`config.mk`:
```
export PLATFORM = sky130hd
export DESIGN_NAME = triangle_edge_function_raster_scan
export DESIGN_NICKNAME = d
export VERILOG_FILES = /design/src/hdl/tri_rast_pkg.sv /design/src/hdl/tri_rast_scan.sv /design/src/hdl/tri_rast_edge.sv /design/src/hdl/triangle_edge_function_raster_scan.sv
export SDC_FILE = /design/constraint.sdc
export NUM_CORES = 2
export LEC_CHECK = 0
export BUFFER_PORTS_ARGS = -buffer_cell sky130_fd_sc_hd__buf_2
export CAP_MARGIN = 10
export CORE_ASPECT_RATIO = 1.2
export CORE_UTILIZATION = 50
export CTS_CLUSTER_SIZE = 20
export DETAILED_ROUTE_END_ITERATION = 8
export PLACE_DENSITY = 0.65
export SLEW_MARGIN = 30
export SYNTH_ARGS = -nofsm -noshare
export SYNTH_HDL_FRONTEND = slang
export SYNTH_SLANG_ARGS = --single-unit
```
`constraint.sdc`:
```
create_clock -name clk -period 20 [get_ports clk]
set_clock_uncertainty 0.05 [all_clocks]
set_input_delay 6 -clock clk [delete_from_list [all_inputs] [get_ports clk]]
set_output_delay 6 -clock clk [all_outputs]
set_load 0.05 [all_outputs]
```
`src/hdl/tri_rast_pkg.sv`:
```
// ----------------------------------------------------------------------------
// tri_rast_pkg
// shared constants and types for the edge-function triangle raster scan
// ----------------------------------------------------------------------------
package tri_rast_pkg;

  // default coordinate width
  localparam int COORD_BITS_DEF = 10;

  // configuration register indexes
  localparam int CFG_ADDR_BITS = 3;
  localparam logic [CFG_ADDR_BITS-1:0] CFG_A_X = 3'd0;
  localparam logic [CFG_ADDR_BITS-1:0] CFG_A_Y = 3'd1;
  localparam logic [CFG_ADDR_BITS-1:0] CFG_B_X = 3'd2;
  localparam logic [CFG_ADDR_BITS-1:0] CFG_B_Y = 3'd3;
  localparam logic [CFG_ADDR_BITS-1:0] CFG_C_X = 3'd4;
  localparam logic [CFG_ADDR_BITS-1:0] CFG_C_Y = 3'd5;

  // stream widths
  localparam int IN_DATA_BITS  = 8;
  localparam int OUT_USER_BITS = 2;

  // per-position flags from the scan counter
  typedef struct packed {
    logic empty_row;
    logic row_end;
    logic frame_end;
    logic in_box;
  } scan_flags_t;

  // pipeline load strobes for an edge unit
  typedef struct packed {
    logic load_diff;
    logic load_prod;
  } edge_ctrl_t;

  // sign of one edge function
  typedef struct packed {
    logic ge0;
    logic le0;
  } edge_sign_t;

endpackage

```
`src/hdl/tri_rast_scan.sv`:
```
// ----------------------------------------------------------------------------
// tri_rast_scan
// scan position counter with bounding-box compare and row/frame marking
// ----------------------------------------------------------------------------
module tri_rast_scan #(
  parameter int COORD_BITS = tri_rast_pkg::COORD_BITS_DEF
) (
  input  logic                         clk,
  input  logic                         rst_n,
  input  logic                         accept,
  input  logic                         restart,
  input  logic [COORD_BITS-1:0]        ax,
  input  logic [COORD_BITS-1:0]        ay,
  input  logic [COORD_BITS-1:0]        bx,
  input  logic [COORD_BITS-1:0]        by,
  input  logic [COORD_BITS-1:0]        cx,
  input  logic [COORD_BITS-1:0]        cy,
  output logic [COORD_BITS-1:0]        pos_x,
  output logic [COORD_BITS-1:0]        pos_y,
  output tri_rast_pkg::scan_flags_t    flags
);
  import tri_rast_pkg::*;

  logic [COORD_BITS-1:0] col_r, col_nxt;
  logic [COORD_BITS-1:0] row_r, row_nxt;
  logic [COORD_BITS-1:0] col, row;
  logic [COORD_BITS-1:0] min_ab_x, min_x, max_ab_x, max_x;
  logic [COORD_BITS-1:0] min_ab_y, min_y, max_ab_y, max_y;
  logic                  empty, col_last, row_last;

  // bounding box
  assign min_ab_x = (ax < bx) ? ax : bx;
  assign min_x    = (min_ab_x < cx) ? min_ab_x : cx;
  assign max_ab_x = (ax > bx) ? ax : bx;
  assign max_x    = (max_ab_x > cx) ? max_ab_x : cx;
  assign min_ab_y = (ay < by) ? ay : by;
  assign min_y    = (min_ab_y < cy) ? min_ab_y : cy;
  assign max_ab_y = (ay > by) ? ay : by;
  assign max_y    = (max_ab_y > cy) ? max_ab_y : cy;

  assign col = restart ? '0 : col_r;
  assign row = restart ? '0 : row_r;

  assign empty    = row < min_y;
  assign col_last = col >= max_x;
  assign row_last = row >= max_y;

  assign pos_x           = empty ? '0 : col;
  assign pos_y           = row;
  assign flags.empty_row = empty;
  assign flags.row_end   = empty | col_last;
  assign flags.frame_end = ~empty & col_last & row_last;
  assign flags.in_box    = ~empty & (col >= min_x);

  always_comb begin
    col_nxt = col_r;
    row_nxt = row_r;
    if (accept) begin
      if (flags.row_end) begin
        col_nxt = '0;
        row_nxt = flags.frame_end ? '0 : row + COORD_BITS'(1);
      end else begin
        col_nxt = col + COORD_BITS'(1);
        row_nxt = row;
      end
    end
  end

  always_ff @(posedge clk) begin
    if (!rst_n) begin
      col_r <= '0;
      row_r <= '0;
    end else begin
      col_r <= col_nxt;
      row_r <= row_nxt;
    end
  end

endmodule

```
`src/hdl/tri_rast_edge.sv`:
```
// ----------------------------------------------------------------------------
// tri_rast_edge
// one edge function, differences then products, sign out of the last stage
// ----------------------------------------------------------------------------
module tri_rast_edge #(
  parameter int COORD_BITS = tri_rast_pkg::COORD_BITS_DEF
) (
  input  logic                       clk,
  input  tri_rast_pkg::edge_ctrl_t   ctrl,
  input  logic [COORD_BITS-1:0]      ux,
  input  logic [COORD_BITS-1:0]      uy,
  input  logic [COORD_BITS-1:0]      vx,
  input  logic [COORD_BITS-1:0]      vy,
  input  logic [COORD_BITS-1:0]      px,
  input  logic [COORD_BITS-1:0]      py,
  output tri_rast_pkg::edge_sign_t   sign
);
  import tri_rast_pkg::*;

  localparam int DW = COORD_BITS + 1;
  localparam int PW = 2 * DW;
  localparam int EW = PW + 1;

  logic signed [DW-1:0] dx, dy, qx, qy;
  logic signed [DW-1:0] dx_r, dy_r, qx_r, qy_r;
  logic signed [PW-1:0] p0_r, p1_r;
  logic signed [EW-1:0] e;

  assign dx = $signed({1'b0, vx}) - $signed({1'b0, ux});
  assign dy = $signed({1'b0, vy}) - $signed({1'b0, uy});
  assign qx = $signed({1'b0, px}) - $signed({1'b0, ux});
  assign qy = $signed({1'b0, py}) - $signed({1'b0, uy});

  always_ff @(posedge clk) begin
    if (ctrl.load_diff) begin
      dx_r <= dx;
      dy_r <= dy;
      qx_r <= qx;
      qy_r <= qy;
    end
    if (ctrl.load_prod) begin
      p0_r <= PW'(dy_r) * PW'(qx_r);
      p1_r <= PW'(dx_r) * PW'(qy_r);
    end
  end

  // dy*qx - dx*qy, exact at one extra bit
  assign e = $signed({p0_r[PW-1], p0_r}) - $signed({p1_r[PW-1], p1_r});

  assign sign.ge0 = ~e[EW-1];
  assign sign.le0 = e[EW-1] | (e == '0);

endmodule

```
`src/hdl/triangle_edge_function_raster_scan.sv`:
```
// ----------------------------------------------------------------------------
// triangle_edge_function_raster_scan
// edge-function triangle rasterizer emitting one scan position per beat
// ----------------------------------------------------------------------------
// each input beat is registered in stage 1, stage 2, stage 3 and the output reg
// throughput: one beat per cycle without stalls, through the four-stage pipeline
//   (scan counter, edge differences, edge products, sign test / output reg)
// each stage holds its beat on a downstream stall and fills bubbles upstream
// reset: synchronous active-low rst_n clears scan position, vertices and all
//   pipeline valid bits; in_tready is high on the first cycle after reset
module triangle_edge_function_raster_scan #(
  parameter int COORD_BITS    = tri_rast_pkg::COORD_BITS_DEF,
  parameter int OUT_DATA_BITS = ((2 * COORD_BITS + 1 + 7) / 8) * 8
) (
  input  logic                                    clk,
  input  logic                                    rst_n,
  // configuration write port
  input  logic                                    cfg_wr_en,
  input  logic [tri_rast_pkg::CFG_ADDR_BITS-1:0]  cfg_addr,
  input  logic [COORD_BITS-1:0]                   cfg_wdata,
  // input stream
  input  logic                                    in_tvalid,
  output logic                                    in_tready,
  input  logic [tri_rast_pkg::IN_DATA_BITS-1:0]   in_tdata,   // restart
  // result stream
  output logic                                    out_tvalid,
  input  logic                                    out_tready,
  output logic [OUT_DATA_BITS-1:0]                out_tdata,  // pos_x, pos_y, covered
  output logic [tri_rast_pkg::OUT_USER_BITS-1:0]  out_tuser,  // empty_row, frame_end
  output logic                                    out_tlast   // row_end
);
  import tri_rast_pkg::*;

  localparam int PAD_BITS = OUT_DATA_BITS - 2 * COORD_BITS - 1;

  // vertex registers
  logic [COORD_BITS-1:0] ax_r, ay_r, bx_r, by_r, cx_r, cy_r;

  // pipeline valid bits
  logic s1_v_r, s1_v_nxt;
  logic s2_v_r, s2_v_nxt;
  logic s3_v_r, s3_v_nxt;
  logic out_v_r, out_v_nxt;

  // stage payloads
  logic [COORD_BITS-1:0] s1_x_r, s1_y_r, s2_x_r, s2_y_r, s3_x_r, s3_y_r;
  scan_flags_t           s1_f_r, s2_f_r, s3_f_r, out_f_r;
  logic [COORD_BITS-1:0] out_x_r, out_y_r;
  logic                  out_cov_r;

  // handshake / flow
  logic in_beat;
  logic out_free, s3_free, s2_free, s1_free;
  logic mv1, mv2, mv3;

  // scan counter outputs
  logic [COORD_BITS-1:0] scan_x, scan_y;
  scan_flags_t           scan_f;

  edge_ctrl_t edge_ctrl;
  edge_sign_t sign_ab, sign_bc, sign_ca;
  logic       covered;

  // ---------------------------------------------------------------- config
  always_ff @(posedge clk) begin
    if (!rst_n) begin
      ax_r <= '0;
      ay_r <= '0;
      bx_r <= '0;
      by_r <= '0;
      cx_r <= '0;
      cy_r <= '0;
    end else if (cfg_wr_en) begin
      unique case (cfg_addr)
        CFG_A_X: ax_r <= cfg_wdata;
        CFG_A_Y: ay_r <= cfg_wdata;
        CFG_B_X: bx_r <= cfg_wdata;
        CFG_B_Y: by_r <= cfg_wdata;
        CFG_C_X: cx_r <= cfg_wdata;
        CFG_C_Y: cy_r <= cfg_wdata;
        default: ;  // unmapped index, write dropped
      endcase
    end
  end

  // ------------------------------------------------------------- flow ctrl
  // each stage can take a beat when empty or when its own beat moves on
  assign out_free = ~out_v_r | out_tready;
  assign s3_free  = ~s3_v_r | out_free;
  assign s2_free  = ~s2_v_r | s3_free;
  assign s1_free  = ~s1_v_r | s2_free;

  assign mv3 = s3_v_r & out_free;
  assign mv2 = s2_v_r & s3_free;
  assign mv1 = s1_v_r & s2_free;

  assign in_tready = s1_free;
  assign in_beat   = in_tvalid & in_tready;

  always_comb begin
    s1_v_nxt  = in_beat | (s1_v_r & ~mv1);
    s2_v_nxt  = mv1 | (s2_v_r & ~mv2);
    s3_v_nxt  = mv2 | (s3_v_r & ~mv3);
    out_v_nxt = mv3 | (out_v_r & ~out_tready);
  end

  always_ff @(posedge clk) begin
    if (!rst_n) begin
      s1_v_r  <= 1'b0;
      s2_v_r  <= 1'b0;
      s3_v_r  <= 1'b0;
      out_v_r <= 1'b0;
    end else begin
      s1_v_r  <= s1_v_nxt;
      s2_v_r  <= s2_v_nxt;
      s3_v_r  <= s3_v_nxt;
      out_v_r <= out_v_nxt;
    end
  end

  // ------------------------------------------------------ stage 1: scan
  // position and box flags are settled at the input beat, the counter
  // steps on the same edge
  tri_rast_scan #(
    .COORD_BITS (COORD_BITS)
  ) u_scan (
    .clk     (clk),
    .rst_n   (rst_n),
    .accept  (in_beat),
    .restart (in_tdata[0]),
    .ax      (ax_r),
    .ay      (ay_r),
    .bx      (bx_r),
    .by      (by_r),
    .cx      (cx_r),
    .cy      (cy_r),
    .pos_x   (scan_x),
    .pos_y   (scan_y),
    .flags   (scan_f)
  );

  always_ff @(posedge clk) begin
    if (in_beat) begin
      s1_x_r <= scan_x;
      s1_y_r <= scan_y;
      s1_f_r <= scan_f;
    end
    if (mv1) begin
      s2_x_r <= s1_x_r;
      s2_y_r <= s1_y_r;
      s2_f_r <= s1_f_r;
    end
    if (mv2) begin
      s3_x_r <= s2_x_r;
      s3_y_r <= s2_y_r;
      s3_f_r <= s2_f_r;
    end
  end

  // ------------------------------------------ stages 2-3: edge functions
  // differences load with the beat entering stage 2, products with stage 3
  assign edge_ctrl.load_diff = mv1;
  assign edge_ctrl.load_prod = mv2;

  tri_rast_edge #(
    .COORD_BITS (COORD_BITS)
  ) u_edge_ab (
    .clk  (clk),
    .ctrl (edge_ctrl),
    .ux   (ax_r),
    .uy   (ay_r),
    .vx   (bx_r),
    .vy   (by_r),
    .px   (s1_x_r),
    .py   (s1_y_r),
    .sign (sign_ab)
  );

  tri_rast_edge #(
    .COORD_BITS (COORD_BITS)
  ) u_edge_bc (
    .clk  (clk),
    .ctrl (edge_ctrl),
    .ux   (bx_r),
    .uy   (by_r),
    .vx   (cx_r),
    .vy   (cy_r),
    .px   (s1_x_r),
    .py   (s1_y_r),
    .sign (sign_bc)
  );

  tri_rast_edge #(
    .COORD_BITS (COORD_BITS)
  ) u_edge_ca (
    .clk  (clk),
    .ctrl (edge_ctrl),
    .ux   (cx_r),
    .uy   (cy_r),
    .vx   (ax_r),
    .vy   (ay_r),
    .px   (s1_x_r),
    .py   (s1_y_r),
    .sign (sign_ca)
  );

  // either winding counts; on-edge is inside; left of box and empty rows
  // are never covered
  assign covered = s3_f_r.in_box &
                   ((sign_ab.ge0 & sign_bc.ge0 & sign_ca.ge0) |
                    (sign_ab.le0 & sign_bc.le0 & sign_ca.le0));

  // -------------------------------------------------- output register
  always_ff @(posedge clk) begin
    if (mv3) begin
      out_x_r   <= s3_x_r;
      out_y_r   <= s3_y_r;
      out_f_r   <= s3_f_r;
      out_cov_r <= covered;
    end
  end

  assign out_tvalid = out_v_r;
  assign out_tdata  = {{PAD_BITS{1'b0}}, out_cov_r, out_y_r, out_x_r};
  assign out_tuser  = {out_f_r.frame_end, out_f_r.empty_row};
  assign out_tlast  = out_f_r.row_end;

endmodule

```
==> flow_metrics.tcl <==
set metrics [dict create \
    worstHoldPathType "reg -> reg" \
    grt_pass1_wl_microns 208300 \
    p_leak_nw 25.20 \
    power_frac_comb 0.712 \
    grt_usage 0.2497 \
    avgSynthCellArea_sq_um 9.753 \
    clk_latency_ns 0.63 \
    row_count 130 \
    grt_setup_unrepaired "false" \
    ctsLongestPathBuffers 3 \
    die_w_microns 299.6 \
    io_buffers 44 \
    fin_crit_ns 13.16 \
    slew_headroom 0.3702 \
    die_h_microns 359.1 \
    swShare 0.4600 \
    worstMarginPinSlew_ns 0.9447 \
    cts_tree "yes" \
    antenna_found_initial 9 \
    synth_top_cell_area_share 0.2702 \
    wire_per_inst_microns 19.13 \
    async_flop_share 0 \
    viasPerCell 5.387 \
    syn_to_final_growth_pct 5.911 \
    drtPass1Iterations 6 \
    finalSetupViolCount 0 \
    clock_sinks 444 \
    dp_hpwl_microns 107500 \
    fin_setup_tns_ns 0 \
    ir_drop_mv 0.3192 \
    syn_inst 5448 \
    initial_core_util 0.5057 \
    grt-ovfl-total 0 \
    seq_power_share 0.182 \
    synth_top_area_cell "fa_1" \
    path_class "in -> out" \
    finalHoldViolations 0 \
    cp-start-kind "primary input" \
    drive_gt1_frac 0.03367 \
    place_congestion 0.9806 \
    pwr-share-clk 0.106 \
    powerDensity_mw_per_mm2 158.1 \
    path_cells "buf_2 > nor2b_1 > and2_1 > nand3_1 > buf_2" \
    ys_seq_elements 444 \
    yosys-top-cells-area "fa_1, edfxtp_1, ha_1" \
    cp.required_ns 13.95 \
    worst-r2r-setup-slack_ns 12.18 \
    via_count 36758 \
    seq_area_frac_synth 0.2351 \
    core-area_sq_mm 0.1051 \
    final_util 0.5355 \
    drc 0 \
    grt_pass1_vias 37983 \
    synth_area_sq_mm 0.05313 \
    multiInputGateArea_sq_mm 0.03615 \
    nNetsFinal 6684 \
    nFillCells 9514 \
    grt_max_degree 74 \
    drtIter0Drc 1999 \
    status "finished, final reports clean" \
    power_switching_mw 4.092 \
    ff_latch_area_sq_mm 0.01249 \
    synthFlopType "edfxtp_1" \
    ios 55 \
    crit_path_top_delay_cell "and2_1" \
    clkSlewWorstSetupHoldPaths_ns 0.06 \
    drtAntennaViolNets 0 \
    post-route-period-util 0.6579 \
    crit_arrival_ns 7.11 \
    routed_wl_microns 130500 \
    internal-power_mw 4.804 \
    cts_hold_buffers 0 \
    fmax_ghz 0.07599 \
    htree_levels 2 \
    max_cap_violations 0 \
    critPathMaxStageDelay_ns 0.36 \
    synth_warnings 0 \
    post_cts_resized 0 \
    cp_max_fo 5 \
    end_kind "output pin" \
    cts_buffers 51 \
    synth_edf_count 360 \
    hold_slack_ns 0.3734 \
    post_cts.repair.setup_buffers 0 \
    clockRootBuffer "clkbuf_16" \
    synthDistinctLibCells 78 \
    crit_top_cell "buf_2" \
    drv_slew 0 \
    design.die.area_sq_mm 0.1076 \
]
## cells in the mapped netlist, types with 6 or more instances
library cell,n
nor2_1,197
or3_1,12
nand2b_1,115
mux2i_1,46
clkbuf_1,157
a21boi_0,37
a31oi_1,12
o2111ai_1,9
xor2_1,76
nand2_1,536
dfxtp_1,84
or2_2,11
o41ai_1,6
nand4_1,22
a22oi_1,7
o21ai_0,173
fa_1,717
and2_1,398
a21oi_1,197
a21o_1,133
edfxtp_1,360
nand3_1,42
o31ai_1,14
o21bai_1,18
o21a_1,32
xnor2_1,166
buf_1,6
nor2b_1,93
and3_1,16
o32ai_1,8
ha_1,547
inv_1,1029
nor3_1,44
a211oi_1,10
nor4_1,11
mux2_2,7
## power by group through the flow
stage	sequential (mW)	combinational (mW)	clock, mW
2_1_floorplan	1.53	4.92	0
3_3_place_gp	1.64	6.25	0
3_5_place_dp	1.64	6.36	0
4_1_cts	1.62	6.42	0.961
5_1_grt	1.63	7.23	0.993
6_report	1.62	6.33	0.941
## cell usage in the layout, fill, tap and decap left out, drive strengths merged, types with 15 or more instances in the layout
cell type	count
and2	399
edfxtp	360
inv	1040
a21boi	37
a21o	133
dfxtp	84
fa	717
a21oi	197
nor3	46
nor2	197
nand4	22
mux2i	46
nor2b	93
clkinv	15
buf	60
clkbuf	64
ha	547
nand2b	115
o21bai	18
xnor2	166
nand3	42
o21a	32
xor2	76
nand2	536
and3	16
o21ai	175
## sequential cells by signal, indices dropped and copies added (netlist names), 22 cells and up
register / cells
u_edge_ab.p0_r: 22
u_edge_ab.p1_r: 22
u_edge_bc.p0_r: 22
u_edge_bc.p1_r: 22
u_edge_ca.p0_r: 22
u_edge_ca.p1_r: 22
## path summary, 6_finish.rpt
kind | endpoint | startpoint | cells past startpoint
worst min register to register | out_y_r[1] | s3_y_r[1] | 0
worst min-delay path | out_y_r[1] | s3_y_r[1] | 0
worst max register to register | u_scan.col_r[9] | ax_r[1] | 36
worst max-delay path | in_tready | out_tready | 5
## stage by stage
step | cell area (sq um) | setup WS, ns | cells | power [mW]
2_1_floorplan | 53140 | 1.530 | 5450 | 6.448
3_3_place_gp | 54570 | 6.862 | 6726 | 7.889
3_5_place_dp | 54600 | 6.840 | 6727 | 7.994
4_1_cts | 56260 | 6.844 | 6821 | 9.007
5_1_grt | 56270 | 6.753 | 6822 | 9.857
6_report | 56270 | 6.841 | 6823 | 8.897
## worst max-delay path: cells and delay by family
kind / cells / cell delay [ns]
buf+inv: 2 / 0.33
simple gates: 3 / 0.78
## metal layers
layer	vias up	GRT usage	share of wire
met1	18431	0.3284	0.42
met5	-	0	0.00010
li1	17293	-	-
met4	2	0.08023	0.035
met3	198	0.02345	0.048
met2	834	0.4321	0.49
## cell type report
class / count / area share
antenna: 2 / 0.00008894
clock inverter: 30 / 0.004958
sequential: 444 / 0.2220
tap: 1386 / 0.03082
multi-input combinational: 3805 / 0.6424
clock buffer: 64 / 0.02455
timing repair buffer: 60 / 0.006337
inverter: 1032 / 0.06884
## logic make-up after synthesis
family	count (synthesis)	share of synthesized area
simple gates	1525	0.1442
fa+ha+maj	1264	0.3990
buf+inv	1201	0.08529
compound gates	718	0.08628
flops	444	0.2351
xor+xnor	242	0.03989
mux	53	0.01015
other cells	1	0.00007058
Note: power is estimated with default switching activity, not from simulation.
